## src/sv/ghbdc_pkg.sv

```systemverilog
// Shared constants, register indexes and controller/datapath interface types.
`timescale 1ns / 1ps

package ghbdc_pkg;

   // Address width of every address field and of the address limit register.
   localparam int ADDR_BITS = 32;

   localparam int DEF_HISTORY_DEPTH = 1024;
   localparam int DEF_INDEX_DEPTH   = 512;

   // Configuration register indexes and reset values.
   localparam int CSR_INDEX_W = 2;
   localparam logic [CSR_INDEX_W-1:0] CSR_MAX_ADDRESS    = 2'd0;
   localparam logic [CSR_INDEX_W-1:0] CSR_SEARCH_WIDTH   = 2'd1;
   localparam logic [CSR_INDEX_W-1:0] CSR_PREFETCH_DEPTH = 2'd2;

   localparam int WIDTH_BITS = 8;
   localparam int DEPTH_BITS = 4;

   localparam logic [ADDR_BITS-1:0]  MAX_ADDRESS_RST    = '1;
   localparam logic [WIDTH_BITS-1:0] SEARCH_WIDTH_RST   = 8'd100;
   localparam logic [DEPTH_BITS-1:0] PREFETCH_DEPTH_RST = 4'd5;

   // Most candidates one miss can produce.
   localparam logic [DEPTH_BITS-1:0] MAX_CANDIDATES = 4'd8;

   // Which link addresses the history read port.
   typedef enum logic [1:0] {
      RS_HEAD,
      RS_TPP,
      RS_N
   } rd_sel_type;

   typedef struct packed {
      logic       accept;
      logic       head_adv;
      rd_sel_type rd_sel;
      logic       unlink;
      logic       scan_next;
      logic       found;
      logic       insert;
      logic       link_a;
      logic       link_b;
      logic       p_get;
      logic       pp_get;
      logic       outer_issue;
      logic       cmp_latch;
      logic       inner_init;
      logic       inner_issue;
      logic       step_take;
      logic       advance;
      logic       finish_push;
   } dp_cmd_type;

   typedef struct packed {
      logic req_append;
      logic pref;
      logic row_lt_fill;
      logic scan_hit;
      logic e_ok;
      logic pp_ok;
      logic outer_go;
      logic match;
      logic inner_end;
      logic guard_done;
      logic cand_ok;
      logic pend_valid;
      logic out_free;
   } dp_status_type;

endpackage

```

## src/sv/ghbdc_ctrl.sv

```systemverilog
// Sequencing state machine for append, index scan, pair search and candidate walk.
`timescale 1ns / 1ps

module ghbdc_ctrl import ghbdc_pkg::*; (
   input  logic          clock,
   input  logic          reset,
   input  logic          req_valid,
   output logic          req_stall,
   input  dp_status_type status,
   output dp_cmd_type    cmd
);

   typedef enum logic [4:0] {
      ST_IDLE,
      ST_HEAD_RD,
      ST_UNLINK,
      ST_SCAN_RD,
      ST_SCAN_CMP,
      ST_INSERT,
      ST_LINK_A,
      ST_LINK_B,
      ST_P_RD,
      ST_P_GET,
      ST_PP_RD,
      ST_PP_GET,
      ST_OUTER,
      ST_CMP,
      ST_ADVANCE,
      ST_INNER,
      ST_STEP,
      ST_FINISH
   } state_type;

   state_type state_ff;
   state_type state_in;
   logic      step_go;

   assign req_stall = (state_ff != ST_IDLE);

   // A candidate can only be taken when the pending one has somewhere to go.
   assign step_go = !status.cand_ok || !status.pend_valid || status.out_free;

   always_comb begin
      cmd        = '0;
      cmd.rd_sel = RS_HEAD;
      state_in   = state_ff;
      case (state_ff)
         ST_IDLE: begin
            if (req_valid) begin
               cmd.accept = 1'b1;
               if (status.req_append) begin
                  cmd.head_adv = 1'b1;
                  state_in     = ST_HEAD_RD;
               end
            end
         end
         ST_HEAD_RD: begin
            cmd.rd_sel = RS_HEAD;
            state_in   = ST_UNLINK;
         end
         ST_UNLINK: begin
            cmd.unlink = 1'b1;
            state_in   = ST_SCAN_RD;
         end
         ST_SCAN_RD: begin
            state_in = status.row_lt_fill ? ST_SCAN_CMP : ST_INSERT;
         end
         ST_SCAN_CMP: begin
            if (status.scan_hit) begin
               cmd.found = 1'b1;
               state_in  = ST_LINK_A;
            end else begin
               cmd.scan_next = 1'b1;
               state_in      = ST_SCAN_RD;
            end
         end
         ST_INSERT: begin
            cmd.insert = 1'b1;
            state_in   = ST_LINK_A;
         end
         ST_LINK_A: begin
            cmd.link_a = 1'b1;
            state_in   = ST_LINK_B;
         end
         ST_LINK_B: begin
            cmd.link_b = 1'b1;
            if (status.pref || !status.e_ok) begin
               state_in = ST_IDLE;
            end else begin
               state_in = ST_P_RD;
            end
         end
         ST_P_RD: begin
            cmd.rd_sel = RS_TPP;
            state_in   = ST_P_GET;
         end
         ST_P_GET: begin
            cmd.p_get = 1'b1;
            state_in  = status.pp_ok ? ST_PP_RD : ST_IDLE;
         end
         ST_PP_RD: begin
            cmd.rd_sel = RS_TPP;
            state_in   = ST_PP_GET;
         end
         ST_PP_GET: begin
            cmd.pp_get = 1'b1;
            state_in   = ST_OUTER;
         end
         ST_OUTER: begin
            if (status.outer_go) begin
               cmd.outer_issue = 1'b1;
               cmd.rd_sel      = RS_TPP;
               state_in        = ST_CMP;
            end else begin
               state_in = ST_FINISH;
            end
         end
         ST_CMP: begin
            cmd.cmp_latch = 1'b1;
            if (status.match) begin
               cmd.inner_init = 1'b1;
               state_in       = ST_INNER;
            end else begin
               state_in = ST_ADVANCE;
            end
         end
         ST_ADVANCE: begin
            cmd.advance = 1'b1;
            state_in    = ST_OUTER;
         end
         ST_INNER: begin
            if (status.inner_end) begin
               state_in = ST_FINISH;
            end else if (status.guard_done) begin
               state_in = ST_ADVANCE;
            end else begin
               cmd.inner_issue = 1'b1;
               cmd.rd_sel      = RS_N;
               state_in        = ST_STEP;
            end
         end
         ST_STEP: begin
            cmd.rd_sel = RS_N;
            if (step_go) begin
               cmd.step_take = 1'b1;
               state_in      = ST_INNER;
            end
         end
         ST_FINISH: begin
            if (!status.pend_valid) begin
               state_in = ST_IDLE;
            end else if (status.out_free) begin
               cmd.finish_push = 1'b1;
               state_in        = ST_IDLE;
            end
         end
         default: begin
            state_in = ST_IDLE;
         end
      endcase
   end

   always_ff @(posedge clock) begin
      if (reset) begin
         state_ff <= ST_IDLE;
      end else begin
         state_ff <= state_in;
      end
   end

   // A candidate held back by a full output must not be dropped or advanced past.
   assert property (@(posedge clock) disable iff (reset)
      (state_ff == ST_STEP && status.cand_ok && status.pend_valid && !status.out_free)
      |=> (state_ff == ST_STEP))
      else $error("candidate step advanced while the output was full");

   // The search only finishes back in idle once nothing is left pending.
   assert property (@(posedge clock) disable iff (reset)
      (state_ff == ST_FINISH && status.pend_valid && !status.out_free)
      |=> (state_ff == ST_FINISH))
      else $error("left finish with a pending candidate");

   // A new request is only taken in idle.
   assert property (@(posedge clock) disable iff (reset)
      cmd.accept |-> (state_ff == ST_IDLE && !req_stall))
      else $error("request taken outside idle");

endmodule

```

## config.mk

```make
export PLATFORM = sky130hd
export DESIGN_NAME = ghbdc_ctrl
export DESIGN_NICKNAME = d
export VERILOG_FILES = /design/src/sv/ghbdc_pkg.sv /design/src/sv/ghbdc_ctrl.sv
export SDC_FILE = /design/constraint.sdc
export NUM_CORES = 1
export LEC_CHECK = 0
export CAP_MARGIN = 0
export CORE_MARGIN = 3
export CORE_UTILIZATION = 40
export CTS_BUF_LIST = sky130_fd_sc_hd__clkbuf_16
export DETAILED_ROUTE_END_ITERATION = 12
export DONT_BUFFER_PORTS = 1
export GPL_TIMING_DRIVEN = 0
export HOLD_SLACK_MARGIN = 0.05
export PLACE_DENSITY = 0.64
export SLEW_MARGIN = 20
export SYNTH_ARGS = -nofsm -noshare
export SYNTH_HDL_FRONTEND = slang
export SYNTH_SLANG_ARGS = --single-unit
```

## constraint.sdc

```tcl
create_clock -name clock -period 2.2 [get_ports clock]
set_clock_uncertainty 0.15 [all_clocks]
set_input_delay 0.55 -clock clock [delete_from_list [all_inputs] [get_ports clock]]
set_output_delay 0.55 -clock clock [all_outputs]
set_load 0.01 [all_outputs]
```

After elaboration in Yosys (flattened, before gate mapping)
Index checks and enable logic that the tools add are counted.
{"block": "totals", "reg_bits": 5, "elab_cells": 76}
{"block": "classes", "eq_ne": 21, "n_reduce_logical": 11, "muxes": 43}
{"cell": "$pmux 5 s17", "count": 1}
{"cell": "$eq 5x4->1 const B", "count": 8}
{"cell": "$mux 5", "count": 8}
{"cell": "$mux 1", "count": 24}
{"cell": "$eq 5x3->1 const B", "count": 4}
{"cell": "$mux 2", "count": 6}
{"cell": "$eq 5x2->1 const B", "count": 2}
{"cell": "$eq 5x5->1 const B", "count": 2}
{"cell": "$mux 4", "count": 2}
{"cell": "$pmux 2 s4", "count": 1}
{"cell": "$ne 2x2->1 const B", "count": 3}
{"cell": "$eq 5x1->1 const B", "count": 1}
{"cell": "$logic_not 5->1", "count": 1}
{"cell": "$reduce_bool 5->1", "count": 1}
{"cell": "$reduce_and 4->1", "count": 1}
{"cell": "$reduce_or 2->1", "count": 2}
{"cell": "$logic_not 1->1", "count": 3}
{"cell": "$logic_or 1x1->1", "count": 3}
{"cell": "$mux 3", "count": 1}
{"cell": "$ne 3x3->1 const B", "count": 1}

Depth between registers and ports, before layout
Gate-level depths: netlist of the first run.
{"block": "depth", "depth_word": 5, "depth_mapped": 5}

Worst setup path before layout of the first run
OpenSTA, ideal clock, no wires.
{"block": "synth_path", "path_kind": "register to output", "startpoint": "register state_ff[3]", "endpoint": "output port cmd[16] (netlist bit)", "stages_incl_launch_ff": 5, "n_path_buf": 1, "t_required_ps": 1500, "t_arrival_ps": 1492, "setup_slack_ps": 8, "path_cell_list": "dfxtp_1 -> clkbuf_1 -> nand3b_1 -> nor4_1 -> nand2b_1"}
{"item": "start: declaration", "line": "ghbdc_ctrl.sv:34", "rtl": "state_type state_ff;"}
{"item": "start signal: assignment", "line": "ghbdc_ctrl.sv:167", "rtl": "state_ff <= state_in;"}
{"item": "end: declaration", "line": "ghbdc_ctrl.sv:10", "rtl": "output dp_cmd_type cmd"}

==> flow_summary.yaml, run 1 <==
final_layout:
  nets: 113
  regMostFlops: "state_ff"
  fin_util_pct: 65.5
  reg.largest.list: "state_ff x5"
  fin_cells: 110
  area_growth_pct: 40.6
  drive_above_1_share_pct: 31.3
  diodes: 0
  largest_reg_flops: 5
clock_tree:
  clkTransAtPathRegs_ns: 0.03
  h-tree-depth: 1
  cts_sinks: 5
  clock_path_buffers: 2
  cts_inserted_buffers: 3
  clkLatencyLatePin_ns: 0.23
  cts_tree: "yes"
  clockRootBuffer: "clkbuf_16"
  cts_hold_buf: 0
power:
  ir_drop_mv: 0.558
  clkPwrFrac_pct: 63.4
  power_density_nw_per_um2: 580
  internal-power_uw: 357
  p_seq_share_pct: 21.6
  switching_share_pct: 22.7
  combPwrFrac_pct: 15.0
  p_leak_uw: 0.000306
  p_sw_uw: 105
die:
  start_util_pct: 46.6
  io_pins: 36
  die_area_um2: 1900
  core-area_um2: 1220
  rows: 12
  die_w_um: 43.6
  die_h_um: 43.6
timing:
  fmax_mhz: 448
  slew_viol_final: 0
  finalHoldViolCount: 0
  worst_pin_slew_ns: 0.475
  timing.final.ws_setup_ns: -0.0329
  finalSetupViolCount: 3
  slew_headroom_pct: 68.0
  fin_crit_sh_pct: 101
  finalCriticalPeriod_ns: 2.23
  rsz0062_at_grt: "true"
  timing.hold.ws_ns: 0.240
logic_synthesis:
  yosysWarnings: 0
  yosys.cell_types.count: 34
  synth_seq_cells: 5
  syn_area_per_cell_um2: 6.44
  netlist_top_cells_area: "dfxtp_1 18%, nor2_1 9.3%, a21oi_1 7.9%"
  synth_edf_count: 0
  syn_nets: 104
  synthTopCellsByCount: "14 x nor2_1, 9 x a21oi_1, 6 x nand2b_1"
  yosysTopAreaCell: "dfxtp_1"
  synth_most_common_cell: "nor2_1"
  synthCells: 88
  ys_seq_area_share_pct: 17.7
  postSynth.asyncResetShare_pct: 0
  synth_ff_type: "dfxtp_1"
  yosysTopAreaCellShare_pct: 17.7
  syn_area_um2: 567
global_route:
  grt_pass1_vias: 603
  grt_antenna_before_repair: 0
  grt_pass1_wl_um: 2740
  gr-total-overflow: 0
  grt_use_total_pct: 19.3
  grt_max_degree: 11
place:
  portBuffers: 0
  dpl.cell_count: 102
  gp_congestion: 0.911
  place_hpwl_um: 1240
setup_path:
  worstPathArrival_ns: 1.53
  reg2reg_depth: 5
  start_kind: "flop"
  critical_path_class: "flop to primary output"
  end_kind: "primary output"
  cp_max_fo: 6
  worst-endpoint-required_ns: 1.50
detailed_routing:
  vias: 716
  drt-initial-drc-count: 33
  avgRoutedWirePerCell_um: 16.9
  vias_per_cell: 6.51
  drc: 0
  final_antenna_net_count: 0
  routed_wl_um: 1860
  firstDrtPassIters: 4
run:
  maxCapViolations: 0
min_path:
  hold_path_depth: 1
  holdCritPathClass: "primary input to flop"
status:
  failed_checks: "setup timing"
  outcome: "finished with violations"
[cell usage in the layout (no fill, tap or decap), types with 2 or more instances in the layout]
master / n
a21oi_1: 9
a31oi_1: 4
buf_4: 5
clkbuf_16: 3
dfxtp_2: 4
inv_1: 6
nand2_1: 5
nand2b_1: 5
nand3_1: 2
nor2_1: 11
nor2_4: 2
nor2b_1: 2
nor3_1: 2
nor3_2: 2
o21ai_0: 2
or3b_1: 2
or4_4: 2
[metrics by stage]
stage / setup WS (ns) / instance area [um2] / power, uW / setup TNS [ns]
after global routing: -0.0635 / 797 / 482 / -0.123
after global placement: -0.248 / 584 / 154 / -0.254
after detailed placement: -0.256 / 584 / 154 / -0.272
after CTS: -0.0180 / 772 / 461 / -0.0546
after floorplan: 0.00800 / 567 / 144 / 0
final: -0.0329 / 797 / 462 / -0.0463
[power by group through the flow]
stage	logic [uW]	registers (uW)	clock network [uW]
6_report	69.3	99.6	293
5_1_grt	75.3	100	307
4_1_cts	63.4	99.3	298
3_5_place_dp	54.4	99.8	0
3_3_place_gp	54.4	99.7	0
2_1_floorplan	46.0	98.2	0
[metal layers]
| metal | share of wire (%) | wire (um) | vias up | global-route usage (%) |
|---|---|---|---|---|
| li1 | - | - | 340 | - |
| met1 | 37 | 686 | 317 | 22.8 |
| met2 | 49 | 906 | 48 | 30.2 |
| met3 | 10 | 193 | 11 | 5.81 |
| met4 | 3.8 | 71 | 0 | 12.0 |
| met5 | 0 | 0 | - | 0 |
[cells by family after synthesis]
kind of cell / count (synthesis) / share of synthesized area, %
XOR/XNOR: 1 / 1.55
buffers and inverters: 10 / 6.84
flip-flops: 5 / 17.7
AO/OA/AOI/OAI: 22 / 24.1
AND/OR/NAND/NOR: 50 / 49.9
[critical path, stage by stage, from the launching register on]
cell and delay, ns:
dfxtp_2 0.35, or3b_4 0.39, or3_4 0.38, a31oi_4 0.19
[final timing paths]
kind / slack, ns / startpoint / endpoint
hold / removal: 0.24 / reset / state_ff[4]
hold reg to reg: 0.54 / state_ff[1] / state_ff[4]
setup reg to reg: 0.30 / state_ff[3] / state_ff[1]
setup / recovery: -0.03 / state_ff[3] / cmd[2]
[repair_timing]
action | CTS | global route
endpoints found under the setup margin | 8 | 8
gates cloned | 0 | 0
buffers inserted | 4 | 0
resized for setup | 21 | 6
pin swaps | 2 | 2
[cell type report]
cell class / instances / area [um2]
Fill cell: 93 / 419
Tap cell: 14 / 17.5
Clock inverter: 1 / 3.75
Sequential cell: 5 / 105
Clock buffer: 3 / 75.1
Inverter: 5 / 18.8
Timing Repair Buffer: 4 / 30.0
Buffer: 5 / 36.3
Multi-Input combinational cell: 73 / 510
Note: power is estimated with default switching activity, not from simulation.
==> inputs of run 2 (changes only) <==
--- a/config.mk
+++ b/config.mk
@@ -5,15 +5,15 @@
 export SDC_FILE = /design/constraint.sdc
 export NUM_CORES = 1
 export LEC_CHECK = 0
+export BUFFER_PORTS_ARGS = -buffer_cell sky130_fd_sc_hd__buf_2
 export CAP_MARGIN = 0
 export CORE_MARGIN = 3
 export CORE_UTILIZATION = 40
 export CTS_BUF_LIST = sky130_fd_sc_hd__clkbuf_16
 export DETAILED_ROUTE_END_ITERATION = 12
-export DONT_BUFFER_PORTS = 1
 export GPL_TIMING_DRIVEN = 0
 export HOLD_SLACK_MARGIN = 0.05
-export PLACE_DENSITY = 0.64
+export PLACE_DENSITY = 0.86
 export SLEW_MARGIN = 20
 export SYNTH_ARGS = -nofsm -noshare
 export SYNTH_HDL_FRONTEND = slang
==> flow_summary.yaml, run 2 (synthesis results as in run 1) <==
final_layout:
  largest_reg_flops: 5
  regMostFlops: "state_ff"
  final_common_cell: "buf_2"
  diodes: 0
  drive_above_1_share_pct: 50.0
  nets: 153
  reg.largest.list: "state_ff x5"
  area_growth_pct: 73.7
  fin_cells: 150
  mostFrequentLayoutCells: "35 x buf_2, 11 x nor2_1, 9 x a21oi_1"
  postLayoutCellArea_um2: 985
  fillers: 80
die:
  die_area_um2: 1900
  die_h_um: 43.6
  io_pins: 36
  core-area_um2: 1220
  start_util_pct: 46.6
  die_w_um: 43.6
  rows: 12
setup_path:
  critPathCapture: "cmd[17]"
  critical_path_depth: 4
  cp_max_fo: 4
  end_kind: "primary output"
  crit_chain: "or4_4 > or2_4 > nor2_2 > buf_2"
  worstPathArrival_ns: 1.61
  rr_startpoint: "state_ff[2]"
  reg2reg_depth: 5
  cp-startpoint: "state_ff[3]"
  crit_buf_inv: 1
  start_kind: "flop"
  r2r-end: "state_ff[1]"
  critPathMaxStageDelay_ns: 0.55
  slowest_stage: "or4_4"
  critical_path_class: "flop to primary output"
  r2r_setup_slack_ns: 0.32
  worst-endpoint-required_ns: 1.50
  critPathTopFamily: "simple AND/OR/NAND/NOR gates"
power:
  p_sw_uw: 111
  power_density_nw_per_um2: 490
  switching_share_pct: 23.1
  internal-power_uw: 371
  combPwrFrac_pct: 18.7
  p_leak_uw: 0.000498
  p_seq_share_pct: 20.4
  ir_drop_mv: 0.792
  clkPwrFrac_pct: 60.9
detailed_routing:
  highest_layer: "met4"
  final_antenna_net_count: 0
  vias_per_cell: 5.78
  drc: 0
  vias: 867
  routed_wl_um: 2160
  met3_length_um: 205
  met2_length_um: 1040
  m1WireLength_um: 885
  firstDrtPassIters: 4
  drt-initial-drc-count: 33
  avgRoutedWirePerCell_um: 14.4
clock_tree:
  clkTransAtPathRegs_ns: 0.03
  h-tree-depth: 1
  clock_path_buffers: 2
  cts_inserted_buffers: 3
  clkLatencyLatePin_ns: 0.23
  clockRootBuffer: "clkbuf_16"
  cts_tree: "yes"
  cts_sinks: 5
global_route:
  grt_pass1_vias: 758
  gr-total-overflow: 0
  grt_pass1_wl_um: 3270
  grt_antenna_before_repair: 0
  grt_max_degree: 11
  grt_use_total_pct: 22.7
timing:
  slew_viol_final: 0
  finalHoldViolCount: 0
  setup_tns_ns: -0.358
  finalSetupViolCount: 5
  finalCriticalPeriod_ns: 2.31
  rsz0062_at_grt: "true"
  fmax_mhz: 433
  worst_pin_slew_ns: 0.437
  timing.final.ws_setup_ns: -0.109
  slew_headroom_pct: 70.9
  fin_crit_sh_pct: 105
status:
  outcome: "finished with violations"
  failed_checks: "setup timing"
place:
  dpl.cell_count: 137
  pre_cts_slack_ns: -0.00241
  place_area_um2: 759
  place_hpwl_um: 1380
  gp_congestion: 0.885
  portBuffers: 35
min_path:
  holdCritPathClass: "primary input to flop"
  hold_path_depth: 2
run:
  maxCapViolations: 0
==> run 2: changes by cell type in the layout (fill, tap and decap cells not counted), sizes merged <==
cell | previous run | this run
buf | 7 | 47
==> run 2: how the worst min path moves through the flow <==
| stage | to | slack, ns | startpoint |
|---|---|---|---|
| global placement | state_ff[4] | 0.52 | state_ff[1] |
| floorplan | state_ff[4] | 0.45 | state_ff[1] |
| detailed placement | state_ff[4] | 0.53 | state_ff[1] |
| finish | state_ff[4] | 0.36 | reset |
| global route | state_ff[4] | 0.38 | reset |
| CTS | state_ff[4] | 0.36 | reset |
==> run 2: area by class of cell <==
type                            instances  area, um2  share of cell area (%)
Buffer                                  5       38.8                    3.94
Clock buffer                            3       75.1                    7.62
Clock inverter                          1       3.75                   0.381
Inverter                                5       18.8                    1.91
Multi-Input combinational cell         73        470                    47.8
Sequential cell                         5        108                    10.9
Tap cell                               14       17.5                    1.78
Timing Repair Buffer                   44        253                    25.7
==> run 2: timing repair <==
| item | in CTS | in global routing |
|---|---|---|
| endpoints found under the setup margin | 9 | 18 |
| resized for setup | 12 | 19 |
| hold buffers | 0 | 0 |
| buffers inserted | 7 | 2 |
| pin swaps | 1 | 7 |
| endpoints found under the hold margin | 0 | 0 |
==> run 2: power groups by stage <==
stage,combinational [uW],sequential (uW),clock [uW]
3_5_place_dp,75.4,99.7,0
3_3_place_gp,73.3,99.4,0
4_1_cts,78.9,97.8,297
5_1_grt,99.8,98.7,310
2_1_floorplan,46.0,98.2,0
6_report,90.1,98.2,294
==> run 2: metal layers <==
layer	track usage [%]	vias up
met5	0	-
met2	39.2	53
met4	18.1	0
met1	22.7	387
met3	5.39	2
li1	-	425
==> run 2: stage by stage <==
stage | hold slack (ns) | util, % | total power [uW]
2_1_floorplan | 0.445 | - | 144
3_3_place_gp | 0.515 | 62.4 | 173
3_5_place_dp | 0.532 | 62.4 | 175
4_1_cts | 0.364 | 75.7 | 474
5_1_grt | 0.383 | 81.0 | 508
6_report | 0.364 | 81.0 | 482
==> inputs of run 3 (changes only) <==
--- a/config.mk
+++ b/config.mk
@@ -8,12 +8,12 @@
 export BUFFER_PORTS_ARGS = -buffer_cell sky130_fd_sc_hd__buf_2
 export CAP_MARGIN = 0
 export CORE_MARGIN = 3
-export CORE_UTILIZATION = 40
+export CORE_UTILIZATION = 37
 export CTS_BUF_LIST = sky130_fd_sc_hd__clkbuf_16
 export DETAILED_ROUTE_END_ITERATION = 12
 export GPL_TIMING_DRIVEN = 0
 export HOLD_SLACK_MARGIN = 0.05
-export PLACE_DENSITY = 0.86
+export PLACE_DENSITY = 0.84
 export SLEW_MARGIN = 20
 export SYNTH_ARGS = -nofsm -noshare
 export SYNTH_HDL_FRONTEND = slang
==> constraint.sdc (replaced) <==
create_clock -name clock -period 2 [get_ports clock]
set_clock_uncertainty 0.15 [all_clocks]
set_input_delay 0.5 -clock clock [delete_from_list [all_inputs] [get_ports clock]]
set_output_delay 0.5 -clock clock [all_outputs]
set_load 0.01 [all_outputs]
==> flow_summary.yaml, run 3 (synthesis results as in run 1) <==
clock_tree:
  h-tree-depth: 1
  clockRootBuffer: "clkbuf_16"
  cts_tree: "yes"
  clock_path_buffers: 2
  clkTransAtPathRegs_ns: 0.04
  cts_inserted_buffers: 3
  cts_sinks: 5
  clkLatencyLatePin_ns: 0.23
power:
  clkPwrFrac_pct: 58.5
  ir_drop_mv: 0.397
  p_leak_uw: 0.000593
  switching_share_pct: 26.1
  p_seq_share_pct: 19.1
  finalPower_uw: 564
  internal-power_uw: 417
  combPwrFrac_pct: 22.4
  p_sw_uw: 147
  power_density_nw_per_um2: 459
detailed_routing:
  avgRoutedWirePerCell_um: 19.6
  vias_per_cell: 6.27
  drc: 0
  drt-initial-drc-count: 55
  final_antenna_net_count: 0
  vias: 1016
  firstDrtPassIters: 4
  routed_wl_um: 3180
run:
  maxCapViolations: 0
final_layout:
  diodes: 0
  fillers: 65
  drive_above_1_share_pct: 62.6
  area_growth_pct: 117
  largest_reg_flops: 5
  final_common_cell: "buf_2"
  regMostFlops: "state_ff"
  postLayoutCellArea_um2: 1230
  mostFrequentLayoutCells: "30 x buf_2, 15 x buf_6, 13 x buf_4"
  nets: 164
  reg.largest.list: "state_ff x5"
timing:
  timing.final.ws_setup_ns: -0.247
  finalCriticalPeriod_ns: 2.25
  worst_pin_slew_ns: 0.421
  fmax_mhz: 445
  slew_headroom_pct: 71.9
  rsz0062_at_grt: "true"
  fin_crit_sh_pct: 112
  slew_viol_final: 0
  finalSetupViolCount: 19
  finalHoldViolCount: 0
global_route:
  grt_use_total_pct: 27.1
  gr-total-overflow: 0
  grt_pass1_vias: 896
  grt_antenna_before_repair: 0
  grt_max_degree: 11
  grt_pass1_wl_um: 3970
status:
  outcome: "finished with violations"
  failed_checks: "setup timing"
min_path:
  hold_path_depth: 2
  holdCritPathClass: "primary input to flop"
die:
  start_util_pct: 41.5
  io_pins: 36
  die_w_um: 45.1
  rows: 13
  die_h_um: 45.1
  die_area_um2: 2040
  core-area_um2: 1370
setup_path:
  worstPathArrival_ns: 1.60
  critPathMaxStageDelay_ns: 0.40
  crit_buf_inv: 1
  worst-endpoint-required_ns: 1.35
  critPathTopFamily: "simple AND/OR/NAND/NOR gates"
  cp_max_fo: 3
  crit_chain: "or3b_4 > or3_4 > a31oi_4 > buf_6"
  end_kind: "primary output"
  critical_path_depth: 4
  reg2reg_depth: 6
  critical_path_class: "flop to primary output"
  slowest_stage: "or3b_4"
  start_kind: "flop"
place:
  place_area_um2: 782
  gp_congestion: 0.846
  portBuffers: 35
  place_hpwl_um: 1470
[run 3: stage by stage]
step,utilization (%),TNS (ns),std cells,setup WS (ns),hold WS (ns)
4_1_cts,76.2,-2.75,154,-0.282,0.305
2_1_floorplan,-,0,88,0.0205,0.419
3_3_place_gp,57.2,-0.386,138,-0.184,0.504
5_1_grt,89.9,-3.44,162,-0.284,0.308
3_5_place_dp,57.2,-0.590,138,-0.189,0.550
6_report,89.9,-2.60,162,-0.247,0.303
[run 3: final cells by class]
type                    instances  area, um2  area share [%]
clock buffers                   3       75.1            6.11
clock inverters                 1       3.75           0.305
multi-input cells              73        554            45.1
plain buffers                   5       50.0            4.07
inverters                       5       18.8            1.53
flip-flops and latches          5        111            9.06
well taps                      15       18.8            1.53
repair buffers                 55        397            32.3
[run 3: timing repair]
action | 4_1_cts | 5_1_grt
gates resized for setup | 28 | 37
pin swaps | 8 | 11
buffers inserted | 12 | 9
hold buffers | 0 | 0
endpoints found under the setup margin | 19 | 20
[run 3: final timing paths]
| kind | start | endpoint | slack (ns) |
|---|---|---|---|
| min | reset | state_ff[4] | 0.30 |
| max | state_ff[2] | cmd[2] | -0.25 |
| max reg2reg | state_ff[2] | state_ff[0] | -0.09 |
| min reg2reg | state_ff[1] | state_ff[4] | 0.51 |
[run 3: power by group through the flow]
stage                     combinational, uW  sequential (uW)  clock, uW
after floorplan                        51.1              108          0
after global placement                 83.2              109          0
after detailed placement               85.8              110          0
after CTS                              96.7              107        323
after global routing                    134              108        341
final                                   126              108        330
[run 3: routing by layer]
layer | track usage [%] | part of all wire (%) | up-vias
met4 | 18.7 | 2.6 | 0
li1 | - | - | 442
met3 | 3.19 | 9.1 | 14
met1 | 31.9 | 38 | 475
met2 | 44.9 | 50 | 85
met5 | 0 | 0 | -
